**src/sv/mfsp_pkg.sv**
```systemverilog
// shared types, constants and helpers for the midi file stream parser
// no dependencies
`default_nettype none

package mfsp_pkg;

  localparam int unsigned DataW   = 8;
  localparam int unsigned OutW    = 120;
  localparam int unsigned KindW   = 3;
  localparam logic [7:0]  LimitRst = 8'd254;
  localparam logic [31:0] VlqMax  = 32'h0fff_ffff;

  typedef enum logic [3:0] {
    PH_HEADER = 4'd0,
    PH_TRACK  = 4'd1,
    PH_VTIME  = 4'd2,
    PH_EVENT  = 4'd3,
    PH_DATA1  = 4'd4,
    PH_DATA2  = 4'd5,
    PH_MTYPE  = 4'd6,
    PH_MLEN   = 4'd7,
    PH_MPAY   = 4'd8
  } phase_t;

  typedef enum logic [KindW-1:0] {
    KIND_HEADER   = 3'd0,
    KIND_TRACK    = 3'd1,
    KIND_DELTA    = 3'd2,
    KIND_CHANNEL  = 3'd3,
    KIND_META_HDR = 3'd4,
    KIND_META_PAY = 3'd5,
    KIND_ERROR    = 3'd6
  } kind_t;

  localparam logic [7:0] StatusMeta = 8'hff;
  localparam logic [7:0] StatusSys  = 8'hf0;

  function automatic logic [7:0] magic_byte(input logic [1:0] idx);
    logic [7:0] m;
    case (idx)
      2'd0:    m = 8'h4d;
      2'd1:    m = 8'h54;
      2'd2:    m = 8'h68;
      default: m = 8'h64;
    endcase
    return m;
  endfunction

  function automatic logic [1:0] status_size(input logic [7:0] s);
    return (s[7:4] == 4'hc || s[7:4] == 4'hd) ? 2'd2 : 2'd3;
  endfunction

endpackage

`default_nettype wire

```
**src/sv/midi_file_stream_parser_unit.sv**
```systemverilog
// midi file stream parser: header, track chunk, delta times, channel and meta events
// depends on mfsp_pkg
`default_nettype none

// channel  | dir | handshake            | payload
// in       | in  | in_tvalid/in_tready  | in_tdata: data_byte
// out      | out | out_tvalid/out_tready| out_tdata, out_tuser: result_kind, out_tlast
// cfg      | in  | cfg_valid/cfg_ready  | cfg_data: meta_byte_limit
//
// one byte accepted per cycle unless the output stalls; the result is registered
// the rate is set by the single state update between the input and result registers
// synchronous active-low reset clears all parse state, limit resets to 254
// a stalled result holds the result register; the input register still takes one byte
module midi_file_stream_parser_unit (
  input  wire logic                         clk,
  input  wire logic                         rst_n,
  input  wire logic                         in_tvalid,
  output logic                              in_tready,
  input  wire logic [mfsp_pkg::DataW-1:0]   in_tdata,   // [7:0] data_byte
  output logic                              out_tvalid,
  input  wire logic                         out_tready,
  // [31:0] value, [47:32] file_format, [63:48] track_total, [79:64] division_word,
  // [87:80] status_byte, [94:88] data_first, [101:95] data_second,
  // [103:102] event_bytes, [111:104] meta_type, [119:112] payload_byte
  output logic [mfsp_pkg::OutW-1:0]         out_tdata,
  output logic [mfsp_pkg::KindW-1:0]        out_tuser,  // [2:0] result_kind
  output logic                              out_tlast,  // payload_last
  input  wire logic                         cfg_valid,
  output logic                              cfg_ready,
  input  wire logic [7:0]                   cfg_data    // [7:0] meta_byte_limit
);

  logic                  in_v_r;
  logic [7:0]            in_byte_r;
  logic                  advance;

  mfsp_pkg::phase_t      phase_r, phase_nxt;
  logic [3:0]            idx_r, idx_nxt;
  logic [31:0]           acc_r, acc_nxt;
  logic [15:0]           fmt_r, fmt_nxt;
  logic [15:0]           trk_r, trk_nxt;
  logic [7:0]            rs_r, rs_nxt;
  logic [1:0]            psize_r, psize_nxt;
  logic [7:0]            held_r, held_nxt;
  logic [7:0]            mtype_r, mtype_nxt;
  logic [27:0]           mrem_r, mrem_nxt;
  logic [7:0]            mfwd_r, mfwd_nxt;
  logic                  err_r, err_nxt;
  logic [7:0]            limit_r;

  logic                  out_v_r;
  logic [mfsp_pkg::OutW-1:0]  out_data_r;
  mfsp_pkg::kind_t       out_kind_r;
  logic                  out_last_r;

  logic                  res_v;
  mfsp_pkg::kind_t       res_kind;
  logic                  res_last;
  logic [31:0]           r_value;
  logic [15:0]           r_fmt, r_trk, r_div;
  logic [7:0]            r_status, r_mtype, r_pay;
  logic [6:0]            r_d1, r_d2;
  logic [1:0]            r_evb;

  logic [7:0]            b;
  logic [31:0]           q_acc;
  logic [3:0]            q_idx;
  logic                  q_err;
  logic [31:0]           shift_acc;

  assign b         = in_byte_r;
  assign q_acc     = {acc_r[24:0], b[6:0]};
  assign q_idx     = idx_r + 4'd1;
  assign q_err     = (|acc_r[31:21]) || (q_idx > 4'd5);
  assign shift_acc = {acc_r[23:0], b};

  assign advance   = in_v_r && (!out_v_r || out_tready);
  assign in_tready = !in_v_r || advance;
  assign cfg_ready = 1'b1;

  always_comb begin
    phase_nxt = phase_r;
    idx_nxt   = idx_r;
    acc_nxt   = acc_r;
    fmt_nxt   = fmt_r;
    trk_nxt   = trk_r;
    rs_nxt    = rs_r;
    psize_nxt = psize_r;
    held_nxt  = held_r;
    mtype_nxt = mtype_r;
    mrem_nxt  = mrem_r;
    mfwd_nxt  = mfwd_r;
    err_nxt   = err_r;
    res_v     = 1'b0;
    res_kind  = mfsp_pkg::KIND_HEADER;
    res_last  = 1'b0;
    r_value   = '0;
    r_fmt     = '0;
    r_trk     = '0;
    r_div     = '0;
    r_status  = '0;
    r_d1      = '0;
    r_d2      = '0;
    r_evb     = '0;
    r_mtype   = '0;
    r_pay     = '0;
    if (err_r) begin
      res_v    = 1'b1;
      res_kind = mfsp_pkg::KIND_ERROR;
    end else begin
      case (phase_r)
        mfsp_pkg::PH_HEADER: begin
          idx_nxt = idx_r + 4'd1;
          if (idx_r < 4'd4) begin
            if (b != mfsp_pkg::magic_byte(idx_r[1:0])) begin
              err_nxt  = 1'b1;
              res_v    = 1'b1;
              res_kind = mfsp_pkg::KIND_ERROR;
            end
          end else if (idx_r < 4'd8) begin
            acc_nxt = shift_acc;
          end else if (idx_r < 4'd10) begin
            fmt_nxt = {fmt_r[7:0], b};
          end else if (idx_r < 4'd12) begin
            trk_nxt = {trk_r[7:0], b};
          end else if (idx_r == 4'd12) begin
            held_nxt = b;
          end else begin
            res_v     = 1'b1;
            res_kind  = mfsp_pkg::KIND_HEADER;
            r_value   = acc_r;
            r_fmt     = fmt_r;
            r_trk     = trk_r;
            r_div     = {held_r, b};
            phase_nxt = mfsp_pkg::PH_TRACK;
            idx_nxt   = '0;
            acc_nxt   = '0;
          end
        end
        mfsp_pkg::PH_TRACK: begin
          if (idx_r >= 4'd4) acc_nxt = shift_acc;
          if (idx_r == 4'd7) begin
            res_v     = 1'b1;
            res_kind  = mfsp_pkg::KIND_TRACK;
            r_value   = shift_acc;
            phase_nxt = mfsp_pkg::PH_VTIME;
            idx_nxt   = '0;
            acc_nxt   = '0;
          end else begin
            idx_nxt = idx_r + 4'd1;
          end
        end
        mfsp_pkg::PH_VTIME: begin
          idx_nxt = q_idx;
          if (q_err) begin
            err_nxt  = 1'b1;
            res_v    = 1'b1;
            res_kind = mfsp_pkg::KIND_ERROR;
          end else begin
            acc_nxt = q_acc;
            if (!b[7]) begin
              res_v     = 1'b1;
              res_kind  = mfsp_pkg::KIND_DELTA;
              r_value   = q_acc;
              phase_nxt = mfsp_pkg::PH_EVENT;
            end
          end
        end
        mfsp_pkg::PH_EVENT, mfsp_pkg::PH_DATA1: begin
          if (phase_r == mfsp_pkg::PH_EVENT && b == mfsp_pkg::StatusMeta) begin
            phase_nxt = mfsp_pkg::PH_MTYPE;
          end else if (phase_r == mfsp_pkg::PH_EVENT && b >= mfsp_pkg::StatusSys) begin
            err_nxt  = 1'b1;
            res_v    = 1'b1;
            res_kind = mfsp_pkg::KIND_ERROR;
          end else if (phase_r == mfsp_pkg::PH_EVENT && b[7]) begin
            rs_nxt    = b;
            psize_nxt = mfsp_pkg::status_size(b);
            phase_nxt = mfsp_pkg::PH_DATA1;
          end else if (phase_r == mfsp_pkg::PH_EVENT && rs_r == 8'd0) begin
            err_nxt  = 1'b1;
            res_v    = 1'b1;
            res_kind = mfsp_pkg::KIND_ERROR;
          end else if (psize_r == 2'd3) begin
            held_nxt  = {1'b0, b[6:0]};
            phase_nxt = mfsp_pkg::PH_DATA2;
          end else begin
            res_v     = 1'b1;
            res_kind  = mfsp_pkg::KIND_CHANNEL;
            r_status  = rs_r;
            r_d1      = b[6:0];
            r_evb     = 2'd2;
            phase_nxt = mfsp_pkg::PH_VTIME;
            idx_nxt   = '0;
            acc_nxt   = '0;
          end
        end
        mfsp_pkg::PH_DATA2: begin
          res_v     = 1'b1;
          res_kind  = mfsp_pkg::KIND_CHANNEL;
          r_status  = rs_r;
          r_d1      = held_r[6:0];
          r_d2      = b[6:0];
          r_evb     = 2'd3;
          phase_nxt = mfsp_pkg::PH_VTIME;
          idx_nxt   = '0;
          acc_nxt   = '0;
        end
        mfsp_pkg::PH_MTYPE: begin
          mtype_nxt = b;
          phase_nxt = mfsp_pkg::PH_MLEN;
          idx_nxt   = '0;
          acc_nxt   = '0;
        end
        mfsp_pkg::PH_MLEN: begin
          idx_nxt = q_idx;
          if (q_err) begin
            err_nxt  = 1'b1;
            res_v    = 1'b1;
            res_kind = mfsp_pkg::KIND_ERROR;
          end else begin
            acc_nxt = q_acc;
            if (!b[7]) begin
              res_v    = 1'b1;
              res_kind = mfsp_pkg::KIND_META_HDR;
              r_value  = q_acc;
              r_mtype  = mtype_r;
              res_last = (q_acc == 32'd0) || (limit_r == 8'd0);
              mrem_nxt = q_acc[27:0];
              mfwd_nxt = '0;
              if (q_acc == 32'd0) begin
                phase_nxt = mfsp_pkg::PH_VTIME;
                idx_nxt   = '0;
                acc_nxt   = '0;
              end else begin
                phase_nxt = mfsp_pkg::PH_MPAY;
              end
            end
          end
        end
        mfsp_pkg::PH_MPAY: begin
          if (mfwd_r < limit_r) begin
            res_v    = 1'b1;
            res_kind = mfsp_pkg::KIND_META_PAY;
            r_mtype  = mtype_r;
            r_pay    = b;
            res_last = (mrem_r == 28'd1) || (mfwd_r + 8'd1 == limit_r);
            mfwd_nxt = mfwd_r + 8'd1;
          end
          mrem_nxt = mrem_r - 28'd1;
          if (mrem_r - 28'd1 == 28'd0) begin
            phase_nxt = mfsp_pkg::PH_VTIME;
            idx_nxt   = '0;
            acc_nxt   = '0;
          end
        end
        default: begin
          err_nxt  = 1'b1;
          res_v    = 1'b1;
          res_kind = mfsp_pkg::KIND_ERROR;
        end
      endcase
    end
  end

  always_ff @(posedge clk) begin
    if (!rst_n) begin
      in_v_r <= 1'b0;
    end else if (in_tvalid && in_tready) begin
      in_v_r <= 1'b1;
    end else if (advance) begin
      in_v_r <= 1'b0;
    end
  end

  always_ff @(posedge clk) begin
    if (in_tvalid && in_tready) begin
      in_byte_r <= in_tdata;
    end
  end

  always_ff @(posedge clk) begin
    if (!rst_n) begin
      limit_r <= mfsp_pkg::LimitRst;
    end else if (cfg_valid && cfg_ready) begin
      limit_r <= cfg_data;
    end
  end

  always_ff @(posedge clk) begin
    if (!rst_n) begin
      phase_r <= mfsp_pkg::PH_HEADER;
      idx_r   <= '0;
      acc_r   <= '0;
      fmt_r   <= '0;
      trk_r   <= '0;
      rs_r    <= '0;
      psize_r <= '0;
      held_r  <= '0;
      mtype_r <= '0;
      mrem_r  <= '0;
      mfwd_r  <= '0;
      err_r   <= 1'b0;
    end else if (advance) begin
      phase_r <= phase_nxt;
      idx_r   <= idx_nxt;
      acc_r   <= acc_nxt;
      fmt_r   <= fmt_nxt;
      trk_r   <= trk_nxt;
      rs_r    <= rs_nxt;
      psize_r <= psize_nxt;
      held_r  <= held_nxt;
      mtype_r <= mtype_nxt;
      mrem_r  <= mrem_nxt;
      mfwd_r  <= mfwd_nxt;
      err_r   <= err_nxt;
    end
  end

  always_ff @(posedge clk) begin
    if (!rst_n) begin
      out_v_r <= 1'b0;
    end else if (advance) begin
      out_v_r <= res_v;
    end else if (out_tready) begin
      out_v_r <= 1'b0;
    end
  end

  always_ff @(posedge clk) begin
    if (advance && res_v) begin
      out_kind_r <= res_kind;
      out_last_r <= res_last;
      out_data_r <= {r_pay, r_mtype, r_evb, r_d2, r_d1, r_status,
                     r_div, r_trk, r_fmt, r_value};
    end
  end

  assign out_tvalid = out_v_r;
  assign out_tdata  = out_data_r;
  assign out_tuser  = out_kind_r;
  assign out_tlast  = out_last_r;

endmodule

`default_nettype wire

```
**config.mk**
```make
export PLATFORM = sky130hd
export DESIGN_NAME = midi_file_stream_parser_unit
export DESIGN_NICKNAME = d
export VERILOG_FILES = /design/src/sv/mfsp_pkg.sv /design/src/sv/midi_file_stream_parser_unit.sv
export SDC_FILE = /design/constraint.sdc
export NUM_CORES = 1
export LEC_CHECK = 0
export BUFFER_PORTS_ARGS = -buffer_cell sky130_fd_sc_hd__buf_4
export CORE_AREA = 2 2 253 155
export DETAILED_ROUTE_END_ITERATION = 8
export DIE_AREA = 0 0 255 157
export PLACE_DENSITY = 0.51
export SLEW_MARGIN = 10
export SYNTH_ARGS = -nofsm -noshare
export SYNTH_HDL_FRONTEND = slang
export SYNTH_SLANG_ARGS = --single-unit
```
**constraint.sdc**
```tcl
create_clock -name clk -period 10.1 [get_ports clk]
set_input_delay 0.505 -clock clk [delete_from_list [all_inputs] [get_ports clk]]
set_output_delay 0.505 -clock clk [all_outputs]
set_load 0.02 [all_outputs]
```
==> reports/qor.yml, run 1 <==
hpwlAfterDp_um: 26530
violations: "design-rule violations"
r2r_slack_ns: 5.63
io_pins: 148
core_mm2: 0.03750
dp_cells: 1921
power.net_switching_w: 0.0005398
max-vdd-ir-drop_mv: 0.1127
vias: 10880
drt_iter0_markers: 1286
clock_latency_ns: 0.56
ys_top_cells_by_area: "edfxtp_1, dfxtp_1, a21oi_1, nand2_1, and2_1"
nets: 1474
ant_nets: 0
end_kind: "flip-flop"
cp_max_fo: 73
synthArstFlopShare_pct: 0
cap_violations: 0
syn_to_final_growth_pct: 17.50
period_share_pct: 44.28
synth_edf_count: 132
tightest_slew_ns: 1.187
rsz0062_at_grt: "no"
final_max_slew_viol_count: 0
cp-endpoint: "out_tdata[21]"
r2r-end: "out_tdata[21]"
yosys_warnings: 0
dpl_cell_area_mm2: 0.01457
place_congestion: 0.8863
die_w_um: 255
initial_utilization_pct: 34.88
clkPwrFrac_pct: 41.4
htree_levels: 1
p_leak_nw: 5.547
fin_skew_ns: 0.02206
hold-worst-slack_ns: 0.1347
syn_nets: 1400
diodes: 0
final.min_clock_period_ns: 4.472
detail_route.drc_violations: 1
dieArea_mm2: 0.04004
worstReg2RegStart: "phase_r[3]"
path_class: "reg2reg"
hold_path.class: "in2reg"
setup_violations: 0
root_buffer: "clkbuf_16"
drtPass1Iterations: 9
hold_viol: 0
pwr-share-comb_pct: 5.7
wirelength_um: 40440
yosysSeqAreaShare_pct: 52.49
hold_buffers: 0
grt-ovfl-total: 0
rows: 55
p_per_area_mw_per_mm2: 149.1
yosysTopAreaCell: "edfxtp_1"
clock_path_buffers: 3
ys_seq_elements: 277
drive_above_1_share_pct: 17.02
clkTransAtPathRegs_ns: 0.06
io_buffers: 146
grt_pass1_vias: 10110
netlist_area_mm2: 0.01308
yosysTopAreaCellShare_pct: 30.30
ctsResizeCount: 0
final_area_mm2: 0.01537
clock_sinks: 277
seq_power_share_pct: 52.9
fin_setup_tns_ns: 0
max_freq_mhz: 223.6
syn_inst: 1363
p_sw_share_pct: 23.55
grt_max_degree: 74
max-slew-margin-rel_pct: 20.79
worstPathArrival_ns: 4.64
r2r_cells: 5
cts_setup_buffers: 0
required_ns: 10.27
hp-start: "in_tdata[2]"
crit_start: "phase_r[3]"
antenna_found_initial: 1
startpoint_type: "flip-flop"
die_h_um: 157
cts_tree: "built"
synth-main-ff-cell: "dfxtp_1"
postSynthAreaPerCell_um2: 9.597
instances_no_fill: 1970
post-route-util_pct: 40.98
grt_usage_pct: 19.98
cts_buffers: 27
grt_pass1_wl_um: 61760
ys_types: 77
status: "complete, but fails checks"
vias_per_cell: 5.520
p_int_w: 0.001753
wire_per_inst_um: 20.53
==> cells in the mapped netlist (25+ instances only) <==
library cell,count
o21ai_0,60
nor4_1,25
mux2i_1,26
and2_1,82
nand2_1,137
nor2_1,134
clkbuf_1,100
nor3_1,26
a22oi_1,45
a21oi_1,106
edfxtp_1,132
dfxtp_1,145
==> worst max-delay path, cell delays in order (launching register included) <==
cell     delay (ns)
dfxtp_1        0.59
or4b_2         0.86
nor2_2         0.94
nor4_1         0.24
nor2_4         0.53
buf_4          0.82
==> registers in the layout (all words and copies together), names as in the netlist <==
name / cells
acc_r: 32
b: 8
err_r: 1
fmt_r: 16
held_r: 8
idx_r: 4
in_v_r: 1
limit_r: 8
mfwd_r: 8
mrem_r: 28
mtype_r: 8
out_tdata: 120
out_tlast: 1
out_tuser: 3
out_tvalid: 1
phase_r: 4
psize_r: 2
rs_r: 8
trk_r: 16
==> through the flow <==
step	power [W]	setup WS, ns
6_report	0.002292	5.628
3_3_place_gp	0.001368	5.764
4_1_cts	0.002317	5.677
2_1_floorplan	0.001306	2.709
3_5_place_dp	0.001368	5.697
5_1_grt	0.002376	5.364
==> worst min-delay path by stage <==
stage                     end  slack, ns  cells after the start
global placement    trk_r[11]       0.44                      2
CTS                      b[2]       0.11                      1
finish                   b[2]       0.13                      1
detailed placement  trk_r[11]       0.44                      2
floorplan           fmt_r[10]       0.43                      2
global route             b[2]       0.12                      1
==> kinds of logic (layout without fill, tap and decap cells) <==
kind of cell               Yosys count  after routing  share of synthesized area, %
other                                1              1                       0.02867
adders and majority gates           16             16                         1.530
DFF                                277            277                         52.49
and+or+nand+nor                    522            522                         19.98
AOI/OAI and AO/OA                  352            352                         18.19
muxes                               26             26                         1.989
xor gates and xnor gates            18             18                         1.205
buffers and inverters              151            245                         4.582
==> area by class of cell <==
| cell class | count | area, um^2 |
|---|---|---|
| Fill cell | 3715 | 22130 |
| Sequential cell | 277 | 6867 |
| Multi-Input combinational cell | 935 | 5682 |
| Timing Repair Buffer | 173 | 1299 |
| Clock buffer | 43 | 759.5 |
| Tap cell | 513 | 641.9 |
| Inverter | 23 | 87.58 |
| Clock inverter | 6 | 35.03 |
==> cells in the final DEF, fill, tap and decap left out, types with 9 or more instances in the layout <==
cell,netlist,final
buf_4,4,173
dfxtp_1,145,145
nand2_1,137,136
edfxtp_1,132,132
nor2_1,134,130
a21oi_1,106,105
and2_1,82,82
o21ai_0,60,60
a22oi_1,45,45
clkbuf_16,0,27
mux2i_1,26,26
nor3_1,26,23
nor4_1,25,23
inv_1,22,22
nand3_1,22,22
a311oi_1,21,21
a222oi_1,21,21
nand4_1,19,19
ha_1,16,16
clkbuf_1,100,13
o211ai_1,12,12
a31oi_1,11,11
nor2b_1,10,10
or3_1,10,10
or4_1,10,10
xor2_1,9,9
xnor2_1,9,9
==> power by group through the flow <==
stage	registers [W]	logic, W	clock network (W)
CTS	0.00121	0.000132	0.000973
finish	0.00121	0.000131	0.000949
detailed placement	0.00124	0.000131	0
floorplan	0.00126	0.0000487	0
global route	0.00121	0.000140	0.00102
global placement	0.00124	0.000131	0
==> routing by layer <==
layer,vias to the layer above,share of wire (%),global-route usage (%)
li1,5150,-,-
met1,5265,52,32.83
met3,52,8.0,3.919
met5,-,0,0
met4,0,1.6,3.676
met2,408,39,26.29
Power figures use the tool's default switching activity.
==> run 2: changes to the inputs <==
Settings changed: PLACE_DENSITY 0.51 to 0.53.
Clock period 10.1 ns to 4.1 ns, I/O delays scaled along.
==> run 2 against run 1 <==
  * The run now ends clean
  * Utilization is 1.6 points higher
  * Sequential share of layout area fell by 1.6 points
  * Sequential power rose by 150%
  * Final area is 3.8% higher
  * Combinational power rose to 2.7 times the previous value
  * Non-clock buffer count rose by 48
  * Setup slack got worse by 5.0 ns
  * Routed wire length grew 1.4%
  * Critical path type unchanged
  * Largest cell class unchanged
  * Highest routed layer unchanged
==> reports/qor.yml, run 2 (synthesis results as in run 1) <==
status: "complete, no violations"
grt_max_degree: 62  # -16%
fin_setup_tns_ns: 0  # unchanged
p_per_area_mw_per_mm2: 370.8  # +150%
dpl_cell_area_mm2: 0.01474  # +1.2%
end_kind: "flip-flop"
ctsResizeCount: 0  # unchanged
root_buffer: "clkbuf_16"
final.min_clock_period_ns: 3.481  # -0.9916 ns
grt_pass1_vias: 10380  # +2.7%
syn_to_final_growth_pct: 21.97
die_h_um: 157  # unchanged
core_mm2: 0.03750  # unchanged
clkTransAtPathRegs_ns: 0.07  # about the same
hold-worst-slack_ns: 0.03100  # -0.1037 ns
grt-ovfl-total: 0  # unchanged
seq_power_share_pct: 50.6  # -2.3 points
nets: 1522  # +3.3%
final_max_slew_viol_count: 0  # unchanged
hpwlAfterDp_um: 27820  # +4.9%
hold_buffers: 31  # +31
io_pins: 148  # unchanged
layout_commonest_cell: "buf_4"
r2r_cells: 10  # +5
wire_per_inst_um: 20.31  # -1.1%
worstPathArrival_ns: 3.93  # -0.71 ns
clock_path_buffers: 3  # unchanged
r2r-end: "acc_r[27]"
worst_slack_ns: 0.6195  # -5.008 ns
p_sw_share_pct: 23.85  # +0.30 points
multiInputGateArea_mm2: 0.005670  # -0.20%
p_leak_nw: 5.807  # +4.7%
clock_latency_ns: 0.55  # about the same
clkPwrFrac_pct: 43.5  # +2.1 points
setup_violations: 0  # unchanged
max-vdd-ir-drop_mv: 0.2644  # +130%
drtPass1Iterations: 9  # unchanged
p_int_w: 0.004506  # +160%
grt_usage_pct: 20.06  # +0.083 points
r2r_slack_ns: 0.62  # -5.01 ns
largest_register_ff_count: 120  # unchanged
initial_utilization_pct: 34.88  # unchanged
startpoint_type: "flip-flop"
cts_tree: "built"
rsz0062_at_grt: "no"
final_area_mm2: 0.01596  # +3.8%
drive_above_1_share_pct: 18.14  # +1.1 points
worstReg2RegStart: "mrem_r[0]"
max-slew-margin-rel_pct: 28.63  # +7.8 points
hold_path.class: "in2reg"
htree_levels: 1  # unchanged
tightest_slew_ns: 1.061  # -0.1261 ns
crit_start: "mrem_r[0]"
io_buffers: 146  # unchanged
cap_violations: 0  # unchanged
detail_route.drc_violations: 0  # -1
pwr-share-comb_pct: 5.9  # +0.2 points
die_w_um: 255  # unchanged
ant_nets: 0  # unchanged
max_freq_mhz: 287.3  # +28%
wirelength_um: 40990  # +1.4%
power_w: 0.005916  # +160%
clock_sinks: 277  # unchanged
grt_pass1_wl_um: 62450  # +1.1%
vias: 11140  # +2.5%
layout_common_cells: "buf_4, dfxtp_1, nand2_1"
power.net_switching_w: 0.001411  # +160%
fin_skew_ns: 0.01036  # -0.01170 ns
cp-endpoint: "acc_r[27]"
path_class: "reg2reg"
antenna_found_initial: 0  # -1
rows: 55  # unchanged
required_ns: 4.55  # -5.72 ns
dieArea_mm2: 0.04004  # unchanged
drt_iter0_markers: 1306  # +1.6%
post-place-ws_ns: 0.6455  # -5.051 ns
place_congestion: 0.9239  # +4.2%
seq_area_mm2: 0.006867  # unchanged
period_share_pct: 84.89  # +41 points
cp_max_fo: 42  # -42%
hold_viol: 0  # unchanged
cts_buffers: 27  # unchanged
diodes: 0  # unchanged
fill_cells: 3659  # -1.5%
cts_setup_buffers: 0  # unchanged
vias_per_cell: 5.521  # about the same
## run 2: metal layers
layer | global-route usage, % | part of all wire, % | vias up
met4 | 3.954 | 1.4 | 0
met2 | 27.16 | 39 | 428
met5 | 0 | 0 | -
li1 | - | - | 5256
met3 | 4.035 | 7.5 | 46
met1 | 32.19 | 52 | 5412
## run 2: worst min-delay path by stage
stage / start / to / slack [ns] / depth (start not counted)
finish: cfg_valid / limit_r[0] / 0.03 / 3
global route: cfg_valid / limit_r[0] / 0.05 / 3
CTS: cfg_valid / limit_r[0] / 0.009 / 3
detailed placement: in_tdata[0] / b[0] / 0.39 / 1
global placement: in_tdata[0] / b[0] / 0.38 / 1
floorplan: in_tdata[0] / b[0] / 0.30 / 0
## run 2: layout make-up
cell class | instances | area share (%)
clock inverter | 21 | 1.333
sequential | 277 | 43.04
timing repair buffer | 221 | 11.20
clock buffer | 28 | 4.321
inverter | 23 | 0.5489
tap | 513 | 4.023
multi-input combinational | 935 | 35.54
## run 2: power by group through the flow
| stage | logic [W] | registers (W) | clock network [W] |
|---|---|---|---|
| after floorplan | 0.000121 | 0.00309 | 0 |
| after global placement | 0.000324 | 0.00306 | 0 |
| after detailed placement | 0.000325 | 0.00306 | 0 |
| after CTS | 0.000351 | 0.00300 | 0.00262 |
| after global routing | 0.000374 | 0.00300 | 0.00273 |
| final | 0.000349 | 0.00300 | 0.00257 |
## run 2: stage by stage
stage / std cells / utilization (%)
after floorplan: 1363 / -
after global placement: 1938 / 39.31
after detailed placement: 1938 / 39.31
after CTS: 2018 / 42.54
after global routing: 2018 / 42.54
final: 2018 / 42.54
## run 2: worst max-delay path, stage by stage, from the launching register on
cell       delay (ns)
dfxtp_1          0.40
inv_1            0.13
ha_1             0.26
or4b_4           0.54
nor3_2           0.51
and4_1           0.30
o2111ai_1        0.19
o21ai_4          0.40
buf_12           0.26
a21oi_1          0.08
a311oi_1         0.28
==> run 3: changes to the inputs <==
Settings changed: ABC_AREA set to 1, CORE_AREA 2 2 253 155 to 2 2 259 159, DIE_AREA 0 0 255 157 to 0 0 261 161.
Clock period 4.1 ns to 2.8 ns, I/O delays scaled along.
==> run 3 against run 2 <==
  * Largest power group unchanged
  * Power up 53%
  * Combinational power up 120%
  * Final area up 6.8%
  * Clock power up 50%
==> reports/qor.yml, run 3 <==
die_w_um: 261  # +2.4%
io_buffers: 146  # unchanged
hp-start: "rst_n"
final.min_clock_period_ns: 2.665  # -0.8152 ns
initial_utilization_pct: 34.44  # -0.44 points
cts_setup_buffers: 0  # unchanged
startpoint_type: "flip-flop"
vias: 12660  # +14%
hold_path.class: "in2reg"
root_buffer: "clkbuf_16"
worst_slack_ns: 0.1347  # -0.4848 ns
ant_nets: 0  # unchanged
setup_violations: 0  # unchanged
ys_top_cells_by_area: "edfxtp_1, dfxtp_1, nand2_1, inv_1, nor2_1"
synth_edf_count: 132  # unchanged
yosys_warnings: 0  # unchanged
clkTransAtPathRegs_ns: 0.07  # about the same
drtPass1Iterations: 5  # -4
synth-main-ff-cell: "dfxtp_1"
period_share_pct: 95.19  # +10 points
worstReg2RegStart: "idx_r[1]"
grt_usage_pct: 21.23  # +1.2 points
synthArstFlopShare_pct: 0  # unchanged
syn_to_final_growth_pct: 24.29
place_congestion: 0.9474  # +2.5%
worstPathArrival_ns: 2.91  # -1.02 ns
detail_route.drc_violations: 0  # unchanged
p_per_area_mw_per_mm2: 532.5  # +44%
p_leak_nw: 6.750  # +16%
syn_inst: 1730  # +27%
yosysSeqAreaShare_pct: 50.10  # -2.4 points
vias_per_cell: 5.158  # -6.6%
cp_num_cells: 13  # +3
drive_above_1_share_pct: 15.59  # -2.5 points
core_mm2: 0.03980  # +6.1%
antenna_found_initial: 0  # unchanged
hpwlAfterDp_um: 31920  # +15%
diodes: 0  # unchanged
critical-path-top-delay-family: "buffers and inverters"
ys_seq_elements: 277  # unchanged
syn_nets: 1767  # +26%
max-vdd-ir-drop_mv: 0.4182  # +58%
r2r_cells: 13  # +3
io_pins: 148  # unchanged
drt_iter0_markers: 1269  # -2.8%
cp_num_buf_inv: 5  # +3
final_max_slew_viol_count: 0  # unchanged
cts_tree: "built"
crit_path_cell_trace: "ha_2 -> nand2_1 -> nor2_1 -> clkinv_1 -> nor2_2 -> inv_1 -> nand2_1 -> nor4_1 -> nand4_1 -> nand2_2 -> clkinvlp_4 -> buf_12 -> buf_16"
netlist_area_mm2: 0.01371  # +4.8%
tightest_slew_ns: 0.9913  # -0.06947 ns
synth_commonest_cells: "nand2_1, inv_1, nor2_1, dfxtp_1, edfxtp_1"
dieArea_mm2: 0.04202  # +5.0%
postSynthAreaPerCell_um2: 7.922  # -17%
cp_max_fo: 33  # -21%
end_kind: "flip-flop"
critical-path-slowest-cell: "dfxtp_4"
largest_register_ff_count: 120  # unchanged
rsz0062_at_grt: "no"
required_ns: 3.05  # -1.50 ns
fin_skew_ns: 0.03668  # +0.02632 ns
grt_pass1_wl_um: 69550  # +11%
hold_path_depth: 3  # unchanged
yosysTopAreaCellShare_pct: 28.92  # -1.4 points
crit_start: "idx_r[1]"
hold_viol: 0  # unchanged
wire_per_inst_um: 18.56  # -8.6%
rows: 57  # +3.6%
cts_buffers: 28  # +3.7%
grt-ovfl-total: 0  # unchanged
layout_commonest_cell: "nand2_1"
path_class: "reg2reg"
critPathMaxStageDelay_ns: 0.40  # -0.14 ns
synth_most_common_cell: "nand2_1"
timing.critical_path.mode_cell: "nand2_1"
grt_pass1_vias: 11710  # +13%
wirelength_um: 45580  # +11%
die_h_um: 161  # +2.5%
clock_path_buffers: 3  # unchanged
htree_levels: 1  # unchanged
clock_sinks: 277  # unchanged
yosysTopAreaCell: "edfxtp_1"
post-place-ws_ns: 0.06305  # -0.5825 ns
nets: 1939  # +27%
instances_no_fill: 2455  # +22%
clock_latency_ns: 0.58  # +0.03 ns
dp_cells: 2368  # +22%
grt_max_degree: 49  # -21%
max_freq_mhz: 375.2  # +31%
cap_violations: 0  # unchanged
hold-worst-slack_ns: 0.07741  # +0.04641 ns
max-slew-margin-rel_pct: 33.84  # +5.2 points
layout_common_cells: "nand2_1, inv_1, nor2_1"
ys_types: 46  # -40%
status: "complete, no violations"
run 3: cell types whose count changed after synthesis, moves of 23 or more:
cell      before  now
a21oi_1      106  129
a221oi_1       2   30
a22oi_1       45   17
and2_1        82    2
clkbuf_1     100   70
inv_1         22  229
mux2i_1       26    0
nand2_1      137  308
nand3_1       22   47
nand4_1       19   59
nor2_1       134  225
o21ai_0       60  127
o22ai_1        2   39
run 3: report_power, final:
part	leakage (nW)	internal, W	switching [W]
Clock	0.444	0.00216	0.00169
Sequential	2.43	0.00435	0.0000911
Combinational	3.87	0.000285	0.000491
Total	6.75	0.00680	0.00227
run 3: timing repair:
item                       in CTS  in global routing
hold buffers                   34                  0
setup endpoints to repair       0                152
resized for setup               0                 12
hold endpoints to repair       18                  0
run 3: logic make-up after synthesis:
group                    synth area share [%]
adder cells (fa/ha/maj)                 1.461
buffers and inverters                   9.677
XOR/XNOR                               0.8947
flip-flops                              50.10
AO/OA/AOI/OAI                           16.09
AND/OR/NAND/NOR                         21.75
other                                 0.02736
run 3: per-layer routing:
metal / GRT usage, % / vias up / routed length, um / part of all wire [%]
met5: 0.6944 / - / 0 / 0
met4: 3.306 / 0 / 571 / 1.3
met1: 34.24 / 6014 / 23490 / 52
met2: 28.80 / 447 / 17830 / 39
met3: 4.551 / 43 / 3683 / 8.1
li1: - / 6159 / - / -
run 3: metrics by stage:
step / TNS [ns] / utilization, % / area (um^2) / total power [W]
2_1_floorplan: -109.25 / - / 13780 / 0.004904
3_3_place_gp: 0 / 39.48 / 15710 / 0.005252
3_5_place_dp: 0 / 39.48 / 15710 / 0.005253
4_1_cts: 0 / 42.67 / 16980 / 0.009141
5_1_grt: 0 / 42.81 / 17040 / 0.009363
6_report: 0 / 42.81 / 17040 / 0.009071
run 3: worst paths after layout:
check / end / slack, ns
hold reg to reg: fmt_r[10] / 0.45
setup / recovery: out_tdata[87] / 0.13
hold / removal: rs_r[6] / 0.08
setup reg to reg: out_tdata[87] / 0.13
run 3: tightest hold or removal path, stage by stage:
cell and delay (ns):
buf_4 0.26, o21ai_0 0.14, a21oi_1 0.04
run 3: layout make-up:
class	instances	area, um^2
multi-input combinational	1115	5634
sequential	277	6874
fill	4025	22760
clock inverter	14	141.4
clock buffer	38	788.3
timing repair buffer	241	2027
tap	531	664.4
inverter	239	905.9
